<file path="src/rtl/core/integer_printf_formatter_defines.svh">
// Assertion macros for the integer printf formatter
`ifndef INTEGER_PRINTF_FORMATTER_DEFINES_SVH
`define INTEGER_PRINTF_FORMATTER_DEFINES_SVH

`ifndef SYNTHESIS
`define IPF_ASSERT(label, clk, rst_n, prop) \
    label: assert property (@(posedge clk) disable iff (!rst_n) prop) \
        else $error("ipf assertion failed");
`define IPF_NEVER(label, clk, rst_n, cond) \
    label: assert property (@(posedge clk) disable iff (!rst_n) !(cond)) \
        else $error("ipf forbidden condition seen");
`else
`define IPF_ASSERT(label, clk, rst_n, prop)
`define IPF_NEVER(label, clk, rst_n, cond)
`endif

`endif

</file>
<file path="src/rtl/core/ipf_pkg.sv">
// Shared types, constants and functions of the integer printf formatter
package ipf_pkg;

    localparam int MAX_WIDTH         = 64;
    localparam int VALUE_BITS        = 32;
    localparam int DATA_BITS         = 32;
    localparam int BCD_DIGITS        = 10;
    localparam int WORD_BITS         = 4 * BCD_DIGITS;
    localparam int DD_BITS_PER_CYCLE = 4;
    localparam int DD_CYCLES         = DATA_BITS / DD_BITS_PER_CYCLE;
    localparam int DD_CNT_BITS       = $clog2(DD_CYCLES);
    localparam int FW_BITS           = 7;
    localparam int LEN_BITS          = $clog2(BCD_DIGITS + 1);
    localparam int Q_DEPTH           = 2;
    localparam int Q_PTR_BITS        = $clog2(Q_DEPTH);
    localparam int Q_CNT_BITS        = $clog2(Q_DEPTH + 1);

    typedef enum logic [2:0] {
        REQ_PERCENT = 3'd0,
        REQ_CHAR    = 3'd1,
        REQ_SDEC    = 3'd2,
        REQ_UDEC    = 3'd3,
        REQ_HEXL    = 3'd4,
        REQ_HEXU    = 3'd5
    } t_req;

    localparam logic [1:0] SZ_32 = 2'd0;
    localparam logic [1:0] SZ_16 = 2'd1;
    localparam logic [1:0] SZ_8  = 2'd2;

    localparam logic [7:0] CH_ZERO       = 8'h30;
    localparam logic [7:0] CH_SPACE      = 8'h20;
    localparam logic [7:0] CH_MINUS      = 8'h2D;
    localparam logic [7:0] CH_PERCENT    = 8'h25;
    localparam logic [7:0] CH_UPPER_BASE = 8'h37;
    localparam logic [7:0] CH_CASE_GAP   = 8'h20;

    typedef struct packed {
        logic [WORD_BITS-1:0] word;
        logic                 is_int;
        logic                 lower;
        logic                 neg;
        logic [FW_BITS-1:0]   fw;
        logic                 left;
        logic                 zpad;
    } t_job;

    function automatic logic [WORD_BITS-1:0] dd_step(input logic [WORD_BITS-1:0] w,
                                                     input logic bit_in);
        logic [WORD_BITS-1:0] r;
        logic [3:0]           nib;
        for (int d = 0; d < BCD_DIGITS; d++) begin
            nib = w[4*d +: 4];
            if (nib >= 4'd5) begin
                nib = nib + 4'd3;
            end
            r[4*d +: 4] = nib;
        end
        return {r[WORD_BITS-2:0], bit_in};
    endfunction

endpackage

</file>
<file path="src/rtl/core/integer_printf_formatter.sv">
// Top level of the integer printf formatter
// A request is taken when start is high and busy is low. Percent, char and hex
// requests go straight to the FS_DONE state and leave the front end once the queue
// has room; decimal requests first pass through FS_CONV, where the double dabble unit
// converts four bits per cycle. A two-job queue sits between front and back end, so
// busy rises only while a decimal conversion runs or when a finished job waits on a
// full queue. The back end emits one character per cycle, max(field width capped at 64,
// sign plus payload length) characters per request, with no gap between requests that
// already wait in the queue; each character is valid on o_strobe for exactly one cycle
// and cannot be held off, and o_last marks the final character of a request.
module integer_printf_formatter import ipf_pkg::*; (
    input  logic                 i_clk,
    input  logic                 i_rst_n,
    input  logic                 start,
    output logic                 busy,
    input  logic [2:0]           i_req_type,
    input  logic [DATA_BITS-1:0] i_value,
    input  logic [1:0]           i_size_mode,
    input  logic [FW_BITS-1:0]   i_min_width,
    input  logic                 i_left_justify,
    input  logic                 i_zero_pad,
    output logic                 o_strobe,
    output logic [7:0]           o_out_char,
    output logic                 o_last
);

    logic q_full;
    logic q_push;
    logic q_pop;
    logic q_valid;
    t_job front_job;
    t_job head_job;

    ipf_front u_front (
        .i_clk          (i_clk),
        .i_rst_n        (i_rst_n),
        .i_start        (start),
        .o_busy         (busy),
        .i_req_type     (i_req_type),
        .i_value        (i_value),
        .i_size_mode    (i_size_mode),
        .i_min_width    (i_min_width),
        .i_left_justify (i_left_justify),
        .i_zero_pad     (i_zero_pad),
        .i_q_full       (q_full),
        .o_push         (q_push),
        .o_job          (front_job)
    );

    ipf_queue u_queue (
        .i_clk   (i_clk),
        .i_rst_n (i_rst_n),
        .i_push  (q_push),
        .i_job   (front_job),
        .o_full  (q_full),
        .i_pop   (q_pop),
        .o_valid (q_valid),
        .o_head  (head_job)
    );

    ipf_back u_back (
        .i_clk      (i_clk),
        .i_rst_n    (i_rst_n),
        .i_valid    (q_valid),
        .i_head     (head_job),
        .o_pop      (q_pop),
        .o_strobe   (o_strobe),
        .o_out_char (o_out_char),
        .o_last     (o_last)
    );

endmodule

</file>
<file path="src/rtl/core/ipf_front.sv">
// Front end: accepts and classifies requests, runs the double dabble
module ipf_front import ipf_pkg::*; (
    input  logic                 i_clk,
    input  logic                 i_rst_n,
    input  logic                 i_start,
    output logic                 o_busy,
    input  logic [2:0]           i_req_type,
    input  logic [DATA_BITS-1:0] i_value,
    input  logic [1:0]           i_size_mode,
    input  logic [FW_BITS-1:0]   i_min_width,
    input  logic                 i_left_justify,
    input  logic                 i_zero_pad,
    input  logic                 i_q_full,
    output logic                 o_push,
    output t_job                 o_job
);

    typedef enum logic [1:0] {
        FS_IDLE,
        FS_CONV,
        FS_DONE
    } t_fstate;

    t_fstate                r_state;
    t_job                   r_job;
    logic [DATA_BITS-1:0]   r_bin;
    logic [DD_CNT_BITS-1:0] r_cnt;

    logic                   accept;
    logic [5:0]             arg_bits;
    logic [DATA_BITS-1:0]   mask;
    logic [DATA_BITS-1:0]   cut;
    logic [DATA_BITS-1:0]   mag;
    logic                   is_int;
    logic                   is_dec;
    logic                   is_hex;
    logic                   neg;
    t_job                   new_job;
    logic [WORD_BITS-1:0]   n_word;
    logic [DATA_BITS-1:0]   n_bin;

    assign o_busy = (r_state == FS_CONV) || ((r_state == FS_DONE) && i_q_full);
    assign o_push = (r_state == FS_DONE) && !i_q_full;
    assign o_job  = r_job;
    assign accept = i_start && !o_busy;

    always_comb begin
        case (i_size_mode)
            SZ_16:   arg_bits = 6'd16;
            SZ_8:    arg_bits = 6'd8;
            default: arg_bits = 6'd32;
        endcase
        if (arg_bits > 6'(VALUE_BITS)) begin
            arg_bits = 6'(VALUE_BITS);
        end
        mask   = ~({DATA_BITS{1'b1}} << arg_bits);
        cut    = i_value & mask;
        is_int = i_req_type inside {REQ_SDEC, REQ_UDEC, REQ_HEXL, REQ_HEXU};
        is_dec = i_req_type inside {REQ_SDEC, REQ_UDEC};
        is_hex = i_req_type inside {REQ_HEXL, REQ_HEXU};
        neg    = (i_req_type == REQ_SDEC) && i_value[5'(arg_bits - 6'd1)];
        mag    = neg ? (~(cut | ~mask) + DATA_BITS'(1)) : cut;

        new_job.is_int = is_int;
        new_job.lower  = (i_req_type == REQ_HEXL);
        new_job.neg    = neg;
        new_job.fw     = (i_min_width > FW_BITS'(MAX_WIDTH)) ? FW_BITS'(MAX_WIDTH)
                                                             : i_min_width;
        new_job.left   = i_left_justify;
        new_job.zpad   = i_zero_pad;
        if (is_hex) begin
            new_job.word = {{(WORD_BITS-DATA_BITS){1'b0}}, mag};
        end else if (is_dec) begin
            new_job.word = '0;
        end else if (i_req_type == REQ_CHAR) begin
            new_job.word = {i_value[7:0], {(WORD_BITS-8){1'b0}}};
        end else begin
            new_job.word = {CH_PERCENT, {(WORD_BITS-8){1'b0}}};
        end
    end

    always_comb begin
        n_word = r_job.word;
        n_bin  = r_bin;
        for (int k = 0; k < DD_BITS_PER_CYCLE; k++) begin
            n_word = dd_step(n_word, n_bin[DATA_BITS-1]);
            n_bin  = {n_bin[DATA_BITS-2:0], 1'b0};
        end
    end

    always_ff @(posedge i_clk) begin
        if (!i_rst_n) begin
            r_state <= FS_IDLE;
            r_cnt   <= '0;
        end else if (accept) begin
            r_job   <= new_job;
            r_bin   <= mag;
            r_cnt   <= '0;
            r_state <= is_dec ? FS_CONV : FS_DONE;
        end else if (o_push) begin
            r_state <= FS_IDLE;
        end else if (r_state == FS_CONV) begin
            r_job.word <= n_word;
            r_bin      <= n_bin;
            r_cnt      <= r_cnt + DD_CNT_BITS'(1);
            if (r_cnt == DD_CNT_BITS'(DD_CYCLES - 1)) begin
                r_state <= FS_DONE;
            end
        end
    end

endmodule

</file>
<file path="src/rtl/core/ipf_queue.sv">
// Two-entry job queue between front and back end
`include "integer_printf_formatter_defines.svh"
module ipf_queue import ipf_pkg::*; (
    input  logic i_clk,
    input  logic i_rst_n,
    input  logic i_push,
    input  t_job i_job,
    output logic o_full,
    input  logic i_pop,
    output logic o_valid,
    output t_job o_head
);

    t_job                  r_mem [Q_DEPTH];
    logic [Q_PTR_BITS-1:0] r_wr;
    logic [Q_PTR_BITS-1:0] r_rd;
    logic [Q_CNT_BITS-1:0] r_count;

    assign o_full  = (r_count == Q_CNT_BITS'(Q_DEPTH));
    assign o_valid = (r_count != '0);
    assign o_head  = r_mem[r_rd];

    always_ff @(posedge i_clk) begin
        if (i_push) begin
            r_mem[r_wr] <= i_job;
        end
    end

    always_ff @(posedge i_clk) begin
        if (!i_rst_n) begin
            r_wr    <= '0;
            r_rd    <= '0;
            r_count <= '0;
        end else begin
            if (i_push) begin
                r_wr <= r_wr + Q_PTR_BITS'(1);
            end
            if (i_pop) begin
                r_rd <= r_rd + Q_PTR_BITS'(1);
            end
            case ({i_push, i_pop})
                2'b10:   r_count <= r_count + Q_CNT_BITS'(1);
                2'b01:   r_count <= r_count - Q_CNT_BITS'(1);
                default: r_count <= r_count;
            endcase
        end
    end

    `IPF_NEVER(a_push_full, i_clk, i_rst_n, i_push && o_full)
    `IPF_NEVER(a_pop_empty, i_clk, i_rst_n, i_pop && !o_valid)
    `IPF_ASSERT(a_count_up, i_clk, i_rst_n, (i_push && !i_pop) |=> (r_count == $past(r_count) + Q_CNT_BITS'(1)))

endmodule

</file>
<file path="src/rtl/core/ipf_back.sv">
// Back end: sequences sign, padding and digits into one character per cycle
module ipf_back import ipf_pkg::*; (
    input  logic       i_clk,
    input  logic       i_rst_n,
    input  logic       i_valid,
    input  t_job       i_head,
    output logic       o_pop,
    output logic       o_strobe,
    output logic [7:0] o_out_char,
    output logic       o_last
);

    logic                 r_sign0;
    logic [FW_BITS-1:0]   r_padl;
    logic                 r_sign1;
    logic [LEN_BITS-1:0]  r_dig;
    logic [FW_BITS-1:0]   r_padr;
    logic [WORD_BITS-1:0] r_word;
    logic                 r_lit;
    logic                 r_lower;
    logic                 r_zchar;

    logic                 n_sign0;
    logic [FW_BITS-1:0]   n_padl;
    logic                 n_sign1;
    logic [LEN_BITS-1:0]  n_dig;
    logic [FW_BITS-1:0]   n_padr;
    logic [WORD_BITS-1:0] n_word;
    logic                 n_last;
    logic [7:0]           n_char;

    logic                 active;
    logic [3:0]           nib;
    logic [7:0]           dig_char;

    logic [LEN_BITS-1:0]  lz;
    logic                 found;
    logic [LEN_BITS-1:0]  len;
    logic [FW_BITS+1:0]   pad_s;
    logic [FW_BITS-1:0]   pad;
    logic                 zmode;

    assign active = r_sign0 || r_sign1 || (r_padl != '0) || (r_dig != '0) || (r_padr != '0);
    assign nib    = r_word[WORD_BITS-1 -: 4];

    always_comb begin
        if (r_lit) begin
            dig_char = r_word[WORD_BITS-1 -: 8];
        end else if (nib > 4'd9) begin
            dig_char = {4'h0, nib} + CH_UPPER_BASE + (r_lower ? CH_CASE_GAP : 8'h00);
        end else begin
            dig_char = {4'h0, nib} + CH_ZERO;
        end
    end

    always_comb begin
        n_sign0 = r_sign0;
        n_padl  = r_padl;
        n_sign1 = r_sign1;
        n_dig   = r_dig;
        n_padr  = r_padr;
        n_word  = r_word;
        n_char  = CH_SPACE;
        if (r_sign0) begin
            n_char  = CH_MINUS;
            n_sign0 = 1'b0;
        end else if (r_padl != '0) begin
            n_char = r_zchar ? CH_ZERO : CH_SPACE;
            n_padl = r_padl - FW_BITS'(1);
        end else if (r_sign1) begin
            n_char  = CH_MINUS;
            n_sign1 = 1'b0;
        end else if (r_dig != '0) begin
            n_char = dig_char;
            n_dig  = r_dig - LEN_BITS'(1);
            n_word = {r_word[WORD_BITS-5:0], 4'h0};
        end else if (r_padr != '0) begin
            n_padr = r_padr - FW_BITS'(1);
        end
        n_last = active && !n_sign0 && !n_sign1 && (n_padl == '0) && (n_dig == '0)
                 && (n_padr == '0);
    end

    always_comb begin
        lz    = '0;
        found = 1'b0;
        for (int d = BCD_DIGITS - 1; d > 0; d--) begin
            if (!found && (i_head.word[4*d +: 4] == 4'h0)) begin
                lz = lz + LEN_BITS'(1);
            end else begin
                found = 1'b1;
            end
        end
        len   = i_head.is_int ? (LEN_BITS'(BCD_DIGITS) - lz) : LEN_BITS'(1);
        pad_s = {2'b00, i_head.fw} - {{(FW_BITS+2-LEN_BITS){1'b0}}, len}
                - {{(FW_BITS+1){1'b0}}, i_head.neg};
        pad   = pad_s[FW_BITS+1] ? '0 : pad_s[FW_BITS-1:0];
        zmode = i_head.zpad && i_head.is_int && !i_head.left;
    end

    assign o_pop = i_valid && (!active || n_last);

    always_ff @(posedge i_clk) begin
        if (!i_rst_n) begin
            r_sign0  <= 1'b0;
            r_padl   <= '0;
            r_sign1  <= 1'b0;
            r_dig    <= '0;
            r_padr   <= '0;
            o_strobe <= 1'b0;
        end else begin
            o_strobe <= active;
            if (active) begin
                o_out_char <= n_char;
                o_last     <= n_last;
            end
            if (o_pop) begin
                r_sign0 <= zmode && i_head.neg;
                r_padl  <= i_head.left ? '0 : pad;
                r_sign1 <= !zmode && i_head.neg;
                r_dig   <= len;
                r_padr  <= i_head.left ? pad : '0;
                r_word  <= i_head.is_int ? (i_head.word << {lz, 2'b00}) : i_head.word;
                r_lit   <= !i_head.is_int;
                r_lower <= i_head.lower;
                r_zchar <= zmode;
            end else if (active) begin
                r_sign0 <= n_sign0;
                r_padl  <= n_padl;
                r_sign1 <= n_sign1;
                r_dig   <= n_dig;
                r_padr  <= n_padr;
                r_word  <= n_word;
            end
        end
    end

endmodule

</file>
<file path="config.mk">
export PLATFORM = sky130hd
export DESIGN_NAME = integer_printf_formatter
export DESIGN_NICKNAME = d
export VERILOG_FILES = /design/src/rtl/core/ipf_pkg.sv /design/src/rtl/core/integer_printf_formatter.sv /design/src/rtl/core/ipf_front.sv /design/src/rtl/core/ipf_queue.sv /design/src/rtl/core/ipf_back.sv
export VERILOG_INCLUDE_DIRS = /design/src /design/src/rtl/core
export SDC_FILE = /design/constraint.sdc
export NUM_CORES = 1
export LEC_CHECK = 0
export ABC_AREA = 0
export BUFFER_PORTS_ARGS = -buffer_cell sky130_fd_sc_hd__buf_2
export CAP_MARGIN = 20
export CORE_MARGIN = 2
export CORE_UTILIZATION = 35
export CTS_CLUSTER_SIZE = 8
export DETAILED_ROUTE_END_ITERATION = 12
export PLACE_DENSITY_LB_ADDON = 0.3
export SYNTH_ARGS = -nofsm -noshare
export SYNTH_HDL_FRONTEND = slang
export SYNTH_SLANG_ARGS = --single-unit
</file>
<file path="constraint.sdc">
create_clock -name i_clk -period 8.6 [get_ports i_clk]
set_clock_uncertainty 0.15 [all_clocks]
set_input_delay 1.29 -clock i_clk [delete_from_list [all_inputs] [get_ports i_clk]]
set_output_delay 1.29 -clock i_clk [all_outputs]
set_load 0.05 [all_outputs]
</file>
==> results.sh, run 1 <==
export IMPL_status="complete, no violations"
export IMPL_clk_insertion_delay_late_ns=0.55
export IMPL_hp_start="u_front.o_job[0]"
export IMPL_max_slew_margin=0.299
export IMPL_required_ns=8.91
export IMPL_drv_cap=0
export IMPL_endpoint_kind="flip-flop"
export IMPL_synth_top_area_frac=0.378
export IMPL_dr_first_iter_drc_count=1062
export IMPL_drive_gt1_frac=0.117
export IMPL_setup_viol_count_final=0
export IMPL_die_w_um=237
export IMPL_arrival_ns=8.49
export IMPL_coreArea_um2=53800
export IMPL_layout_min_cycle_time_ns=8.18
export IMPL_nFillCells=5242
export IMPL_clk_pin_slew_worst_paths_ns=0.05
export IMPL_vias=15000
export IMPL_diodes=0
export IMPL_synth_edff_count=240
export IMPL_crit_top_cell="ha_1"
export IMPL_areaGrowthSynthToFinish_pct=11.6
export IMPL_synth_area_leaders="edfxtp_1 (38%), mux2i_1 (8.3%), ha_1 (6.9%), mux2_2 (3.3%), dfxtp_1 (3.3%)"
export IMPL_cts_tree="built"
export IMPL_ys_warnings_count=0
export IMPL_setup_tns_ns=0
export IMPL_finalCritPeriodShare=0.951
export IMPL_cts_sinks=271
export IMPL_first_global_vias=14400
export IMPL_ys_seq_area_frac=0.411
export IMPL_rsz0062_at_grt="false"
export IMPL_routed_wl_um=50400
export IMPL_synthCells=1926
export IMPL_whs_path_depth=0
export IMPL_start_util=0.354
export IMPL_tightest_slew_ns=1.05
export IMPL_synthesis_nets=2081
export IMPL_drtAntennaViolNets=0
export IMPL_max_stage_delay_ns=0.58
export IMPL_ys_flop_type="edfxtp_1"
export IMPL_hold_violations=0
export IMPL_viasPerCell=5.56
export IMPL_root_buffer="clkbuf_16"
export IMPL_cts_buffers=40
export IMPL_die_area_um2=56300
export IMPL_async_flop_share=0
export IMPL_antenna_found_initial=1
export IMPL_grt_pass1_wl_um=79000
export IMPL_num_rows=85
export IMPL_crit_type="reg -> reg"
export IMPL_drv_slew=0
export IMPL_drc_errors=0
export IMPL_dieHeight_um=237
export IMPL_gp_congestion=0.909
export IMPL_clockBufferDepth=3
export IMPL_nNetsFinal=2132
export IMPL_drt_first_pass_iters=5
export IMPL_critPathSlowestCell="or4_1"
export IMPL_synth_cell_type_count=94
export IMPL_crit_fanout=12
export IMPL_grt_overflow_total=0
export IMPL_register_area_um2=7830
export IMPL_multi_input_area_um2=10500
export IMPL_syn_area_per_cell_um2=9.90
export IMPL_io_pins=60
export IMPL_syn_area_um2=19100
export IMPL_r2r_cells=33
export IMPL_h_tree_depth=2
export IMPL_hold_class="reg -> reg"
export IMPL_post_synth_top_area_cell="edfxtp_1"
export IMPL_dp_hpwl_um=37200
export IMPL_fmax_mhz=122
export IMPL_grt_start_max_net_pins=73
export IMPL_place_port_buffers=59
export IMPL_ys_seq_elements=271
export IMPL_grt_use_total=0.176
export IMPL_startpoint_type="flip-flop"
export IMPL_wire_per_inst_um=18.7
-- worst max-delay path, delay by kind of cell (launching register included) --
| family | cells | cell delay [ns] |
|---|---|---|
| adders and majority gates | 8 | 2.52 |
| muxes | 4 | 1.07 |
| xor gates and xnor gates | 1 | 0.25 |
| DFF | 1 | 0.39 |
| buffers and inverters | 2 | 0.12 |
| AOI/OAI and AO/OA | 14 | 2.60 |
| and+or+nand+nor | 4 | 0.99 |
-- metrics by stage --
stage | std cells | cell area, um^2 | hold slack (ns) | utilization | worst slack (ns)
finish | 2696 | 21300 | 0.295 | 0.395 | 0.418
global placement | 2630 | 20100 | 0.280 | 0.373 | 0.317
floorplan | 1926 | 19100 | 0.271 | - | 0.856
CTS | 2695 | 21200 | 0.295 | 0.395 | 0.0902
detailed placement | 2630 | 20100 | 0.286 | 0.373 | 0.0619
global route | 2696 | 21300 | 0.304 | 0.395 | 0.0200
-- final timing paths --
kind / endpoint / slack (ns)
max reg2reg: u_back.r_padr[2] / 0.42
min: u_queue.r_mem[0][0] / 0.29
max: u_back.r_padr[2] / 0.42
min reg2reg: u_queue.r_mem[0][0] / 0.29
-- final cells by class --
type / instances / share of cell area
multi-input cells: 1466 / 0.495
repair buffers: 80 / 0.0218
clock inverters: 3 / 0.00118
inverters: 118 / 0.0208
well taps: 696 / 0.0409
flip-flops and latches: 271 / 0.368
clock buffers: 62 / 0.0524
-- repair_timing --
action                                  CTS  global route
endpoints found under the setup margin    1            14
resized for setup                         1             8
pin swaps                                 0             1
hold buffers                              0             0
buffers inserted                          0             1
-- state kept, by name, indices dropped and copies added (netlist names), 2 cells and up, named ones only --
name               cells
u_queue.r_mem        104
u_back.o_out_char      8
u_front.o_job         52
u_front.r_cnt          3
u_back.r_padr          7
u_back.r_padl          7
u_front.r_bin         32
u_back.r_word         40
u_queue.r_count        2
u_back.r_dig           4
u_front.r_state        2
-- Yosys cell counts, types with 7 or more instances --
cell type	number
buf_2	20
nor2_1	146
ha_1	105
and2_1	18
a21boi_0	14
o21ai_0	103
o21a_1	19
or2_2	7
and3_1	9
a21oi_1	122
a22oi_1	9
xnor2_1	67
o2111ai_1	8
or4_1	12
a211oi_1	24
nand2_1	137
o32ai_1	9
clkbuf_1	36
xor2_1	17
nor2b_1	32
or3_1	14
o211ai_1	19
o22ai_1	21
o31ai_1	17
inv_1	114
nor4_1	17
nand3_1	43
dfxtp_1	31
nor3_1	33
o21ai_1	9
mux2i_1	158
mux2_2	56
nand4_1	10
a21o_1	8
a211o_1	11
nand2b_1	51
edfxtp_1	240
a31oi_1	22
nor3b_1	23
-- cell families after synthesis --
group           count (synthesis)  synth area share
flops                         271             0.411
compound gates                468             0.158
fa+ha+maj                     106            0.0700
xor+xnor                       85            0.0400
simple gates                  589             0.161
buf+inv                       189            0.0406
mux                           218             0.119
-- cell usage in the layout (no fill, tap or decap), types with 43 or more instances in the layout --
cell type	Yosys	final
a21oi_1	122	120
xnor2_1	67	67
buf_2	20	59
ha_1	105	105
nand2b_1	51	51
nand2_1	137	135
inv_1	114	114
mux2i_1	158	158
o21ai_0	103	103
nand3_1	43	43
edfxtp_1	240	240
nor2_1	146	143
mux2_2	56	56
-- routing by layer --
metal / wire length, um / share of wire / global-route usage / vias up
li1: - / - / - / 7257
met4: 1290 / 0.026 / 0.0568 / 0
met2: 23700 / 0.47 / 0.291 / 445
met1: 22400 / 0.44 / 0.232 / 7210
met5: 0 / 0 / 0 / -
met3: 3020 / 0.060 / 0.0339 / 86
Power of run 1 is not shown: default switching activity piles up to over one toggle a cycle in this logic, so the estimate is an artifact.
==> run 2: changes to the inputs <==
Settings changed: CORE_UTILIZATION 35 to 45, REMOVE_ABC_BUFFERS from default to 1.
==> run 2 against run 1 <==
Effect of this change:
- sequential share of layout area up 0.27 points
- critical path type unchanged
- sequential cell count did not move
- setup slack improved by 0.0017 ns
- core utilization increased by 11 points
- critical endpoint is now u_back.r_padr[5]
- hold slack hardly changed
==> results.sh, run 2 (same netlist as run 1, synthesis figures left out) <==
export IMPL_final_common_cell="edfxtp_1"
export IMPL_grt_overflow_total=0
export IMPL_r2r_cells=35
export IMPL_crit_fanout=5
export IMPL_whs_path_depth=0
export IMPL_layout_min_cycle_time_ns=8.18
export IMPL_status="complete, no violations"
export IMPL_areaGrowthSynthToFinish_pct=10.8
export IMPL_h_tree_depth=2
export IMPL_hold_class="reg -> reg"
export IMPL_required_ns=8.89
export IMPL_startpoint_type="flip-flop"
export IMPL_gp_congestion=0.908
export IMPL_hold_buffers=0
export IMPL_cts_buffers=40
export IMPL_fmax_mhz=122
export IMPL_root_buffer="clkbuf_16"
export IMPL_wire_per_inst_um=19.2
export IMPL_max_slew_margin=0.335
export IMPL_drv_cap=0
export IMPL_io_pins=60
export IMPL_clockBufferDepth=3
export IMPL_top_register="u_queue.r_mem"
export IMPL_dp_hpwl_um=36100
export IMPL_critPathSlowestCell="or4b_1"
export IMPL_cts_tree="built"
export IMPL_drt_first_pass_iters=5
export IMPL_hold_violations=0
export IMPL_clk_insertion_delay_late_ns=0.53
export IMPL_grt_pass1_wl_um=77500
export IMPL_coreArea_um2=41900
export IMPL_viasPerCell=5.88
export IMPL_drc_errors=0
export IMPL_nNetsFinal=2140
export IMPL_timing_hold_ws_ns=0.295
export IMPL_crit_top_cell="ha_1"
export IMPL_num_rows=75
export IMPL_clk_pin_slew_worst_paths_ns=0.05
export IMPL_grt_start_max_net_pins=73
export IMPL_r2r_slack_ns=0.42
export IMPL_r2r_start="u_queue.r_mem[1][51]"
export IMPL_routed_wl_um=48700
export IMPL_die_w_um=210
export IMPL_crit_type="reg -> reg"
export IMPL_drtAntennaViolNets=0
export IMPL_min_delay_worst_endpoint="u_queue.r_mem[0][0]"
export IMPL_drv_slew=0
export IMPL_place_port_buffers=59
export IMPL_final_cell_mix="edfxtp_1 (240), mux2i_1 (157), nor2_1 (143), nand2_1 (135), a21oi_1 (120)"
export IMPL_drive_gt1_frac=0.121
export IMPL_r2r_end="u_back.r_padr[5]"
export IMPL_endpoint_kind="flip-flop"
export IMPL_max_stage_delay_ns=0.58
export IMPL_first_global_vias=14600
export IMPL_finalCritPeriodShare=0.951
export IMPL_cts_sinks=271
export IMPL_start_util=0.455
export IMPL_setup_viol_count_final=0
export IMPL_die_area_um2=44000
export IMPL_diodes=0
export IMPL_rsz0062_at_grt="false"
export IMPL_arrival_ns=8.48
export IMPL_tightest_slew_ns=0.998
export IMPL_hp_start="u_front.o_job[0]"
export IMPL_dr_first_iter_drc_count=1034
export IMPL_dieHeight_um=210
export IMPL_grt_use_total=0.219
export IMPL_vias=14900
export IMPL_largest_reg_flops=104
export IMPL_antenna_found_initial=0
==> run 2: critical path, delay by kind of cell, from the launching register on <==
family                   cells  cell delay (ns)
XOR/XNOR                     2             0.24
AO/OA/AOI/OAI               11             2.04
buffers and inverters        4             0.34
AND/OR/NAND/NOR              6             1.40
multiplexers                 4             1.05
adder cells (fa/ha/maj)      8             2.49
flip-flops                   1             0.37
==> run 2: timing repair <==
item | in CTS | in global routing
gates resized for setup | 0 | 7
buffers inserted | 0 | 1
setup endpoints to repair | 0 | 14
==> run 2: stage by stage <==
step	std cells	cell area (um^2)	setup slack [ns]	utilization	TNS, ns
detailed placement	2480	19900	0.246	0.476	0
global route	2542	21100	0.0133	0.504	0
global placement	2480	19900	0.281	0.476	0
finish	2542	21100	0.419	0.504	0
floorplan	1855	18700	-2.05	-	-49.29
CTS	2540	21100	0.216	0.503	0
==> run 2: area by class of cell <==
| type | instances | area (um^2) |
|---|---|---|
| Tap cell | 539 | 674 |
| Clock inverter | 4 | 28.8 |
| Fill cell | 3805 | 20700 |
| Timing Repair Buffer | 88 | 517 |
| Inverter | 118 | 443 |
| Multi-Input combinational cell | 1466 | 10500 |
| Clock buffer | 56 | 1100 |
| Sequential cell | 271 | 7830 |
==> run 2: routing by layer <==
layer | part of all wire | up-vias | GRT usage | routed length [um]
li1 | - | 7259 | - | -
met1 | 0.44 | 7180 | 0.293 | 21700
met2 | 0.48 | 419 | 0.374 | 23400
met3 | 0.049 | 79 | 0.0269 | 2380
met4 | 0.025 | 0 | 0.0653 | 1210
met5 | 0 | - | 0 | 0
==> run 2: how the worst max path moves through the flow <==
stage	start	endpoint
2_1_floorplan	flip-flop	u_back.r_padr[2]
3_3_place_gp	u_queue.r_mem[1][51]	u_back.r_padr[2]
3_5_place_dp	u_queue.r_mem[1][51]	u_back.r_padr[2]
4_1_cts	u_queue.r_mem[1][51]	u_back.r_padr[2]
5_1_grt	u_queue.r_mem[1][49]	u_back.r_padl[4]
6_report	u_queue.r_mem[1][51]	u_back.r_padr[5]
Power of run 2 is left out for the same reason.
==> run 3: changes to the inputs <==
Settings changed: ABC_AREA 0 to 1.
==> run 3 against run 2 <==
Effect of this change:
- setup slack improved by 0.92 ns
- clock-buffer cell count rose by 8
- critical path type unchanged
- hold slack barely moved
- sequential share of layout area fell by 0.63 points
- sequential cell count did not move
- core utilization fell by 0.38 points
- final area rose by 1.7%
- register-to-register slack improved by 0.92 ns
- synthesized area rose by 2.2%
- maximum frequency rose by 13%
==> results.sh, run 3 <==
export IMPL_synth_common_cells="nand2_1 (636), inv_1 (394), nor2_1 (378), edfxtp_1 (240), nand3_1 (190)"
export IMPL_place_port_buffers=59
export IMPL_drc_errors=0
export IMPL_post_synth_top_area_cell="edfxtp_1"
export IMPL_dr_first_iter_drc_count=1459
export IMPL_gp_congestion=0.937
export IMPL_largest_reg_flops=104
export IMPL_syn_area_per_cell_um2=7.34
export IMPL_crit_top_cell="nand2_1"
export IMPL_final_common_cell="nand2_1"
export IMPL_die_area_um2=45000
export IMPL_ys_seq_area_frac=0.402
export IMPL_areaGrowthSynthToFinish_pct=10.2
export IMPL_max_slew_margin=0.258
export IMPL_drv_cap=0
export IMPL_drtAntennaViolNets=0
export IMPL_drv_slew=0
export IMPL_synth_area_leaders="edfxtp_1 (37%), nand2_1 (12%), inv_1 (7.6%), nor2_1 (7.3%), ha_1 (6.7%)"
export IMPL_grt_overflow_total=0
export IMPL_dieHeight_um=212
export IMPL_setup_tns_ns=0
export IMPL_ys_seq_elements=271
export IMPL_critPathSlowestCell="dfxtp_2"
export IMPL_endpoint_kind="flip-flop"
export IMPL_vias=17400
export IMPL_cts_tree="built"
export IMPL_synthCells=2654
export IMPL_synth_top_area_frac=0.370
export IMPL_drive_gt1_frac=0.0780
export IMPL_synth_cell_type_count=57
export IMPL_required_ns=8.87
export IMPL_synth_edff_count=240
export IMPL_finalCritPeriodShare=0.844
export IMPL_hold_class="reg -> reg"
export IMPL_clk_insertion_delay_late_ns=0.55
export IMPL_fmax_mhz=138
export IMPL_top_register="u_queue.r_mem"
export IMPL_dp_hpwl_um=40600
export IMPL_rsz0062_at_grt="false"
export IMPL_die_w_um=212
export IMPL_io_pins=60
export IMPL_setup_viol_count_final=0
export IMPL_grt_start_max_net_pins=73
export IMPL_clockBufferDepth=3
export IMPL_yosysMostFrequentCell="nand2_1"
export IMPL_async_flop_share=0
export IMPL_diodes=0
export IMPL_crit_fanout=47
export IMPL_grt_use_total=0.243
export IMPL_tightest_slew_ns=1.11
export IMPL_clk_pin_slew_worst_paths_ns=0.05
export IMPL_arrival_ns=7.53
export IMPL_ys_flop_type="edfxtp_1"
export IMPL_ys_warnings_count=0
export IMPL_cts_sinks=271
export IMPL_drt_first_pass_iters=5
export IMPL_num_rows=76
export IMPL_first_global_vias=16500
export IMPL_max_stage_delay_ns=0.54
export IMPL_antenna_found_initial=0
export IMPL_grt_pass1_wl_um=86200
export IMPL_cts_buffers=40
export IMPL_coreArea_um2=42900
export IMPL_hold_violations=0
export IMPL_root_buffer="clkbuf_16"
export IMPL_nFillCells=4171
export IMPL_h_tree_depth=2
export IMPL_syn_area_um2=19500
export IMPL_nNetsFinal=2859
export IMPL_routed_wl_um=54100
export IMPL_status="complete, no violations"
export IMPL_ctsResizeCount=0
export IMPL_layout_min_cycle_time_ns=7.26
export IMPL_startpoint_type="flip-flop"
export IMPL_start_util=0.454
export IMPL_final_cell_mix="nand2_1 (636), inv_1 (392), nor2_1 (374), edfxtp_1 (240), nand3_1 (190)"
export IMPL_hold_buffers=0
export IMPL_post_cts_buffers=0
export IMPL_viasPerCell=5.25
export IMPL_crit_type="reg -> reg"
export IMPL_wire_per_inst_um=16.3
==> run 3: kinds of logic after synthesis <==
kind of cell    Yosys count  synth area share
xor+xnor                 60            0.0270
mux                       3           0.00154
compound gates          372             0.102
fa+ha+maj               106            0.0685
simple gates           1363             0.301
buf+inv                 479            0.0973
flops                   271             0.402
==> run 3: worst max-delay path, delay by kind of cell, from the launching register on <==
family	cells	cell delay [ns]
simple gates	24	2.87
fa+ha+maj	7	2.17
buf+inv	3	0.71
flops	1	0.54
compound gates	2	0.39
xor+xnor	1	0.27
==> run 3: worst paths after layout <==
check             slack, ns  depth (start not counted)              start                    to
setup / recovery       1.34                         37          flip-flop      u_back.r_padr[4]
hold / removal         0.29                          0  u_front.o_job[11]  u_queue.r_mem[0][11]
setup reg to reg       1.34                         37          flip-flop      u_back.r_padr[4]
hold reg to reg        0.29                          0  u_front.o_job[11]  u_queue.r_mem[0][11]
==> run 3: final cells by class <==
| cell class | instances | area (um^2) | share of cell area |
|---|---|---|---|
| Clock buffer | 64 | 1110 | 0.0518 |
| Sequential cell | 271 | 7830 | 0.365 |
| Tap cell | 585 | 732 | 0.0341 |
| Timing Repair Buffer | 77 | 430 | 0.0200 |
| Multi-Input combinational cell | 1904 | 9800 | 0.456 |
| Clock inverter | 4 | 26.3 | 0.00122 |
| Inverter | 410 | 1540 | 0.0719 |
==> run 3: per-layer routing <==
metal / share of wire / up-vias / GRT usage
met5: 0 / - / 0
met2: 0.48 / 486 / 0.418
li1: - / 8719 / -
met1: 0.45 / 8095 / 0.320
met3: 0.051 / 92 / 0.0309
met4: 0.026 / 0 / 0.0750
==> run 3: per-stage QoR <==
stage / worst slack (ns) / area (um^2) / hold WS [ns] / utilization / std cells
after floorplan: 0.529 / 19100 / 0.271 / - / 2585
after global placement: 1.55 / 20300 / 0.275 / 0.474 / 3246
after detailed placement: 1.41 / 20300 / 0.286 / 0.474 / 3246
after CTS: 1.38 / 21500 / 0.292 / 0.500 / 3314
after global routing: 0.523 / 21500 / 0.304 / 0.501 / 3315
final: 1.34 / 21500 / 0.295 / 0.501 / 3315
Power of run 3 is left out for the same reason.
